### config.mk
export PLATFORM = sky130hd
export DESIGN_NAME = uart_registers_rx_fifo
export DESIGN_NICKNAME = d
export VERILOG_FILES = /design/src/hw/rtl/uartrx_pkg.sv /design/src/hw/rtl/uartrx_ram.sv /design/src/hw/rtl/uart_registers_rx_fifo.sv
export SDC_FILE = /design/constraint.sdc
export NUM_CORES = 1
export LEC_CHECK = 0
export BUFFER_PORTS_ARGS = -buffer_cell sky130_fd_sc_hd__buf_2
export CORE_UTILIZATION = 43
export CTS_BUF_LIST = sky130_fd_sc_hd__clkbuf_4 sky130_fd_sc_hd__clkbuf_8
export CTS_CLUSTER_DIAMETER = 40
export CTS_CLUSTER_SIZE = 30
export DETAILED_ROUTE_END_ITERATION = 10
export PLACE_DENSITY = 0.6
export SYNTH_ARGS = -nofsm -noshare
export SYNTH_HDL_FRONTEND = slang
export SYNTH_SLANG_ARGS = --single-unit
### constraint.sdc
create_clock -name clk -period 8.2 [get_ports clk]
set_input_delay 0.82 -clock clk [delete_from_list [all_inputs] [get_ports clk]]
set_output_delay 0.82 -clock clk [all_outputs]
set_load 0.01 [all_outputs]
### src/hw/rtl/uartrx_pkg.sv
package uartrx_pkg;

  // Input beat kinds, carried on s_axis_tuser.
  localparam logic [1:0] CMD_READ  = 2'd0;
  localparam logic [1:0] CMD_WRITE = 2'd1;
  localparam logic [1:0] CMD_LINE  = 2'd2;

  // Register byte offsets.
  localparam logic [7:0] OFF_MODE = 8'h00;
  localparam logic [7:0] OFF_STA  = 8'h10;
  localparam logic [7:0] OFF_TX   = 8'h20;
  localparam logic [7:0] OFF_RX   = 8'h30;
  localparam logic [7:0] OFF_BAUD = 8'h40;

  // Mode and status bit positions.
  localparam int M_ON    = 15;
  localparam int S_RXDA  = 0;
  localparam int S_OERR  = 1;
  localparam int S_TXBF  = 9;
  localparam int S_TXEN  = 10;
  localparam int S_RXEN  = 12;

  localparam logic [31:0] STATUS_RESET = 32'h0000_0110;
  localparam logic [31:0] STATUS_WMASK = 32'hFFFF_FFF2;

endpackage

### src/hw/rtl/uartrx_ram.sv
module uartrx_ram #(
  parameter int WIDTH = 8,
  parameter int DEPTH = 8,
  localparam int AW = (DEPTH > 1) ? $clog2(DEPTH) : 1
) (
  input  logic             clk,
  input  logic             we,
  input  logic [AW-1:0]    waddr,
  input  logic [WIDTH-1:0] wdata,
  input  logic             re,
  input  logic [AW-1:0]    raddr,
  output logic [WIDTH-1:0] rdata
);

  logic [WIDTH-1:0] mem [DEPTH];

  always_ff @(posedge clk) begin
    if (we) begin
      mem[waddr] <= wdata;
    end
    if (re) begin
      rdata <= mem[raddr];
    end
  end

endmodule

### src/hw/rtl/uart_registers_rx_fifo.sv
// An accepted input beat's result beat is registered and is valid in the cycle after it is accepted.
// Throughput: one beat per cycle; s_axis_tready is high whenever the result
// register is empty or being drained in the same cycle.
// The receive FIFO is a circular buffer in a RAM with a registered read port.
// Reset (rst, synchronous): mode and baud cleared, status = 0x110, FIFO empty,
// no result pending. FIFO contents are not cleared and need no sweep.
module uart_registers_rx_fifo
  import uartrx_pkg::*;
#(
  parameter int RX_DEPTH = 8
) (
  input  logic        clk,
  input  logic        rst,
  input  logic        s_axis_tvalid,
  output logic        s_axis_tready,
  // address[7:0], write_data[39:8], line_byte[47:40]
  input  logic [47:0] s_axis_tdata,
  // command[1:0]
  input  logic [1:0]  s_axis_tuser,
  output logic        m_axis_tvalid,
  input  logic        m_axis_tready,
  // read_data[31:0], tx_valid[32], tx_byte[40:33], rx_irq[41], tx_irq[42],
  // fault_irq[43], rx_space[47:44]
  output logic [47:0] m_axis_tdata
);

  localparam int PTR_W  = (RX_DEPTH > 1) ? $clog2(RX_DEPTH) : 1;
  localparam int FILL_W = $clog2(RX_DEPTH + 1);
  localparam int SP_W   = (FILL_W > 4) ? FILL_W : 4;
  localparam logic [PTR_W-1:0]  PTR_LAST = PTR_W'(RX_DEPTH - 1);
  localparam logic [FILL_W-1:0] FILL_MAX = FILL_W'(RX_DEPTH);

  logic [1:0]  command;
  logic [7:0]  address;
  logic [31:0] write_data;
  logic [7:0]  line_byte;
  logic        accept;

  assign command    = s_axis_tuser;
  assign address    = s_axis_tdata[7:0];
  assign write_data = s_axis_tdata[39:8];
  assign line_byte  = s_axis_tdata[47:40];

  assign s_axis_tready = !m_axis_tvalid || m_axis_tready;
  assign accept        = s_axis_tvalid && s_axis_tready;

  // Architectural state.
  logic [31:0]       mode_word, mode_word_next;
  logic [31:0]       status_word, status_word_next;
  logic [15:0]       baud_divisor, baud_divisor_next;
  logic [FILL_W-1:0] rx_fill, rx_fill_next;
  logic [PTR_W-1:0]  rd_ptr, rd_ptr_next;
  logic [PTR_W-1:0]  wr_ptr, wr_ptr_next;

  // Result register.
  logic [31:0] out_read, out_read_next;
  logic        out_pop, out_pop_next;
  logic        out_txv, out_txv_next;
  logic [7:0]  out_txb, out_txb_next;
  logic        out_rx_irq, out_tx_irq, out_fault_irq;
  logic [3:0]  out_space;

  logic        fifo_we;
  logic        on_now;
  logic        on_next;
  logic [SP_W-1:0] space_wide;
  logic [7:0]  ram_q;

  assign on_now = mode_word[M_ON];

  always_comb begin
    mode_word_next    = mode_word;
    status_word_next  = status_word;
    baud_divisor_next = baud_divisor;
    rx_fill_next      = rx_fill;
    rd_ptr_next       = rd_ptr;
    wr_ptr_next       = wr_ptr;
    out_read_next     = '0;
    out_pop_next      = 1'b0;
    out_txv_next      = 1'b0;
    out_txb_next      = '0;
    fifo_we           = 1'b0;
    if (accept) begin
      case (command)
        CMD_READ: begin
          case (address)
            OFF_MODE: out_read_next = mode_word;
            OFF_STA:  out_read_next = status_word;
            OFF_BAUD: out_read_next = {16'h0000, baud_divisor};
            OFF_RX: begin
              if (rx_fill != '0) begin
                // The byte comes out of the registered RAM read port together with the result beat.
                out_pop_next = 1'b1;
                rx_fill_next = rx_fill - 1'b1;
                rd_ptr_next  = (rd_ptr == PTR_LAST) ? '0 : rd_ptr + 1'b1;
                if (rx_fill == FILL_W'(1)) begin
                  status_word_next[S_RXDA] = 1'b0;
                end
              end
            end
            default: out_read_next = '0;
          endcase
        end
        CMD_WRITE: begin
          case (address)
            OFF_MODE: begin
              mode_word_next = write_data;
              if (!write_data[M_ON]) begin
                rx_fill_next             = '0;
                rd_ptr_next              = '0;
                wr_ptr_next              = '0;
                status_word_next[S_RXDA] = 1'b0;
                status_word_next[S_OERR] = 1'b0;
              end
            end
            OFF_STA: begin
              // Clearing a pending overrun also throws away the FIFO contents.
              if (status_word[S_OERR] && !write_data[S_OERR]) begin
                rx_fill_next             = '0;
                rd_ptr_next              = '0;
                wr_ptr_next              = '0;
                status_word_next[S_RXDA] = 1'b0;
              end
              status_word_next = (status_word_next & ~STATUS_WMASK)
                               | (write_data & STATUS_WMASK);
            end
            OFF_TX: begin
              if (on_now && status_word[S_TXEN]) begin
                out_txv_next = 1'b1;
                out_txb_next = write_data[7:0];
              end
            end
            OFF_BAUD: baud_divisor_next = write_data[15:0];
            default: baud_divisor_next = baud_divisor;
          endcase
        end
        CMD_LINE: begin
          if (on_now && status_word[S_RXEN]) begin
            if (rx_fill >= FILL_MAX) begin
              status_word_next[S_OERR] = 1'b1;
            end else begin
              fifo_we      = 1'b1;
              rx_fill_next = rx_fill + 1'b1;
              wr_ptr_next  = (wr_ptr == PTR_LAST) ? '0 : wr_ptr + 1'b1;
            end
            status_word_next[S_RXDA] = 1'b1;
          end
        end
        default: out_read_next = '0;
      endcase
    end
  end

  assign on_next    = mode_word_next[M_ON];
  assign space_wide = SP_W'(RX_DEPTH) - SP_W'(rx_fill_next);

  always_ff @(posedge clk) begin
    if (rst) begin
      mode_word     <= '0;
      status_word   <= STATUS_RESET;
      baud_divisor  <= '0;
      rx_fill       <= '0;
      rd_ptr        <= '0;
      wr_ptr        <= '0;
      m_axis_tvalid <= 1'b0;
    end else begin
      mode_word    <= mode_word_next;
      status_word  <= status_word_next;
      baud_divisor <= baud_divisor_next;
      rx_fill      <= rx_fill_next;
      rd_ptr       <= rd_ptr_next;
      wr_ptr       <= wr_ptr_next;
      if (accept) begin
        m_axis_tvalid <= 1'b1;
      end else if (m_axis_tready) begin
        m_axis_tvalid <= 1'b0;
      end
    end
  end

  always_ff @(posedge clk) begin
    if (accept) begin
      out_read      <= out_read_next;
      out_pop       <= out_pop_next;
      out_txv       <= out_txv_next;
      out_txb       <= out_txb_next;
      out_rx_irq    <= on_next && status_word_next[S_RXDA];
      out_tx_irq    <= on_next && status_word_next[S_TXEN] && !status_word_next[S_TXBF];
      out_fault_irq <= on_next && status_word_next[S_OERR];
      out_space     <= (on_next && status_word_next[S_RXEN]) ? space_wide[3:0] : 4'd0;
    end
  end

  uartrx_ram #(
    .WIDTH (8),
    .DEPTH (RX_DEPTH)
  ) u_rx_ram (
    .clk   (clk),
    .we    (fifo_we),
    .waddr (wr_ptr),
    .wdata (line_byte),
    .re    (out_pop_next),
    .raddr (rd_ptr),
    .rdata (ram_q)
  );

  assign m_axis_tdata = {out_space, out_fault_irq, out_tx_irq, out_rx_irq, out_txb, out_txv,
                         (out_pop ? {24'h000000, ram_q} : out_read)};

endmodule

==> results.sh <==
export IMPL_die_y_um=145
export IMPL_wl_mm=20.3
export IMPL_final_instance_count_excl_fill=1147
export IMPL_yosysSeqAreaShare_pct=61.5
export IMPL_power_frac_comb_pct=4.3
export IMPL_slew_limit_headroom_pct=13.6
export IMPL_max_stage_delay_ns=1.14
export IMPL_place_inst=1092
export IMPL_path_delay_family="simple AND/OR/NAND/NOR gates"
export IMPL_route_detailed_drc=0
export IMPL_nNetsFinal=923
export IMPL_io_buffers=103
export IMPL_clock_latency_ns=0.56
export IMPL_multiInputGateArea_sq_mm=0.00313
export IMPL_clock_sinks=210
export IMPL_finalHoldViolCount=0
export IMPL_critPathMaxFanout=29
export IMPL_hold_slack_ns=0.457
export IMPL_yosys_cell_types_count=51
export IMPL_leakage_nw=3.52
export IMPL_regToRegStartpoint="m_axis_tvalid"
export IMPL_drt_pre_antenna_iters=5
export IMPL_grt_met2_usage_pct=32.6
export IMPL_syn_area_per_cell_sq_um=11.5
export IMPL_setup_violations=0
export IMPL_avgRoutedWirePerCell_um=17.7
export IMPL_fp_dieW_um=145
export IMPL_globalplace_congestion=0.846
export IMPL_worstSetupPathType="input port to register"
export IMPL_cap_violations=0
export IMPL_drtIter0Drc=450
export IMPL_worst_pin_slew_ns=1.29
export IMPL_setup_tns_ns=0
export IMPL_antenna_found_initial=3
export IMPL_seq_area_sq_mm=0.00542
export IMPL_worstPathRequired_ns=8.60
export IMPL_fin_crit_sh_pct=45.3
export IMPL_nFillCells=1759
export IMPL_pwr_share_clk_pct=40.5
export IMPL_path_clk_slew_ns=0.08
export IMPL_worstSetupPathDepth=7
export IMPL_viasPerCell=5.35
export IMPL_cp_slowest_cell="and3_1"
export IMPL_rr_endpoint="out_fault_irq"
export IMPL_die_area_sq_mm=0.0211
export IMPL_ys_async_sr_fraction_pct=0
export IMPL_grt_pass1_wl_mm=32.4
export IMPL_grt_busiest_layer="met2"
export IMPL_holdBufCountCts=0
export IMPL_start_util_pct=44.5
export IMPL_swShare_pct=22.9
export IMPL_grt_pass1_vias=6219
export IMPL_num_rows=51
export IMPL_ant_nets=0
export IMPL_ff2ff_path_depth=9
export IMPL_area_growth_syn_to_layout_pct=14.9
export IMPL_path_buf_inv=1
export IMPL_io_pins=104
export IMPL_finalPower_mw=2.04
export IMPL_drive_above_1_share_pct=23.2
export IMPL_crit_end="out_fault_irq"
export IMPL_layout_min_cycle_time_ns=3.72
export IMPL_synth_area_sq_mm=0.00881
export IMPL_post_cts_buffers=0
export IMPL_max_vdd_ir_drop_v=0.000127
export IMPL_p_int_mw=1.57
export IMPL_syn_inst=763
export IMPL_root_buffer="clkbuf_8"
export IMPL_switchingPower_uw=469
export IMPL_grt_setup_unrepaired="false"
export IMPL_hp_class="register to register"
export IMPL_crit_chain="buf_2, or4_1, nor3_2, and3_1, a32o_1, a22oi_1, nor2_1"
export IMPL_crit_path_start="s_axis_tdata[0]"
export IMPL_synth_edf_count=121
export IMPL_h_tree_depth=1
export IMPL_grt_util_all_layers_pct=19.3
export IMPL_final_cell_mix="135 x nand2_1, 121 x edfxtp_1, 103 x buf_2"
export IMPL_grt_start_max_net_pins=90
export IMPL_status="completed"
export IMPL_fmax_ghz=0.269
export IMPL_worst_r2r_setup_slack_ns=5.00
export IMPL_arrival_ns=4.12
export IMPL_ctsResizeCount=0
export IMPL_core_sq_mm=0.0198
export IMPL_critPathLaunchType="input port"
export IMPL_cts_inserted_buffers=28
export IMPL_synth_seq_cells=210
export IMPL_ys_flop_type="edfxtp_1"
export IMPL_ys_warnings_count=0
export IMPL_mostFrequentLayoutCell="nand2_1"
export IMPL_synthesis_nets=829
export IMPL_use_met1_pct=25.1
export IMPL_final_max_slew_viol_count=0
export IMPL_end_kind="register"
export IMPL_finalClockSkew_ns=0.0282
export IMPL_grt_util_met3_pct=3.05
export IMPL_clk_path_buf_depth=3
export IMPL_cts_tree="done"
export IMPL_via_count=6134
export IMPL_power_density_cell_area_mw_per_mm2=202
export IMPL_dpl_hpwl_mm=13.2
export IMPL_grt_ovfl_total=0
export IMPL_seqPwrFrac_pct=55.1
## flip-flops by register name (all words and copies together) (netlist names), 3 cells and up
signal and flops:
baud_divisor 16, mode_word 32, out_read 32, out_space 4
out_txb 8, rd_ptr 3, rx_fill 4, status_word 30
u_rx_ram.mem 64, u_rx_ram.rdata 8, wr_ptr 3
## layout make-up
type                       count  share of cell area [%]
sequential                   210                    53.5
multi-input combinational    492                    30.9
timing repair buffer         114                    5.91
clock buffer                  32                    4.17
tap                          265                    3.28
clock inverter                20                    1.71
inverter                      11                   0.408
antenna                        3                  0.0742
## stage by stage
step | util, % | worst slack (ns) | area [sq um]
floorplan | - | 4.34 | 8810
global placement | 48.1 | 4.12 | 9520
detailed placement | 48.1 | 3.97 | 9520
CTS | 51.1 | 4.55 | 10100
global route | 51.2 | 4.34 | 10100
finish | 51.2 | 4.48 | 10100
## worst register-to-register path, cell delays in order (launching register included)
cell     delay (ns)
dfxtp_1        0.31
nor2b_1        0.15
inv_1          0.09
nand2_1        0.15
inv_2          0.16
buf_4          0.55
and3_1         1.21
a32o_1         0.24
a22oi_1        0.11
nor2_1         0.10
## synthesized netlist by cell type (all sizes together), types with 6 or more instances
| cell | number | area share, % |
|---|---|---|
| nor2b | 25 | 1.8 |
| nor3 | 17 | 1.0 |
| mux2 | 18 | 2.3 |
| buf | 17 | 1.2 |
| mux4 | 16 | 4.1 |
| clkbuf | 33 | 1.4 |
| and2 | 9 | 0.64 |
| ha | 12 | 1.7 |
| mux2i | 38 | 4.3 |
| nand3 | 13 | 0.74 |
| dfxtp | 89 | 20 |
| a21oi | 81 | 4.6 |
| a22oi | 15 | 1.3 |
| inv | 10 | 0.43 |
| nor2 | 58 | 2.5 |
| nand2b | 6 | 0.43 |
| edfxtp | 121 | 41 |
| nand3b | 6 | 0.51 |
| nand2 | 135 | 5.8 |
## per-layer routing
| layer | vias to the layer above | share of wire (%) |
|---|---|---|
| li1 | 2902 | - |
| met1 | 2984 | 43 |
| met4 | 0 | 2.2 |
| met3 | 38 | 6.4 |
| met5 | - | 0 |
| met2 | 210 | 48 |
## worst min-delay path by stage
stage	cells past startpoint	start	to
final	2	status_word[16]	status_word[16]
after global routing	2	mode_word[17]	mode_word[17]
after CTS	2	status_word[16]	status_word[16]
after detailed placement	2	status_word[16]	status_word[16]
after global placement	2	mode_word[22]	mode_word[22]
after floorplan	2	mode_word[16]	mode_word[16]
## cells by family after synthesis
logic type / share of synthesized area, %
multiplexers: 10.7
adder cells (fa/ha/maj): 1.70
AND/OR/NAND/NOR: 15.6
flip-flops: 61.5
AO/OA/AOI/OAI: 7.32
XOR/XNOR: 0.199
buffers and inverters: 3.04
## power by group through the flow
stage,Combinational [mW],Clock [mW],Sequential [mW]
4_1_cts,0.0894,0.845,1.13
5_1_grt,0.0960,0.891,1.13
3_5_place_dp,0.0893,0,1.15
3_3_place_gp,0.0877,0,1.15
2_1_floorplan,0.0445,0,1.15
6_report,0.0885,0.828,1.13
Power figures use the tool's default switching activity.
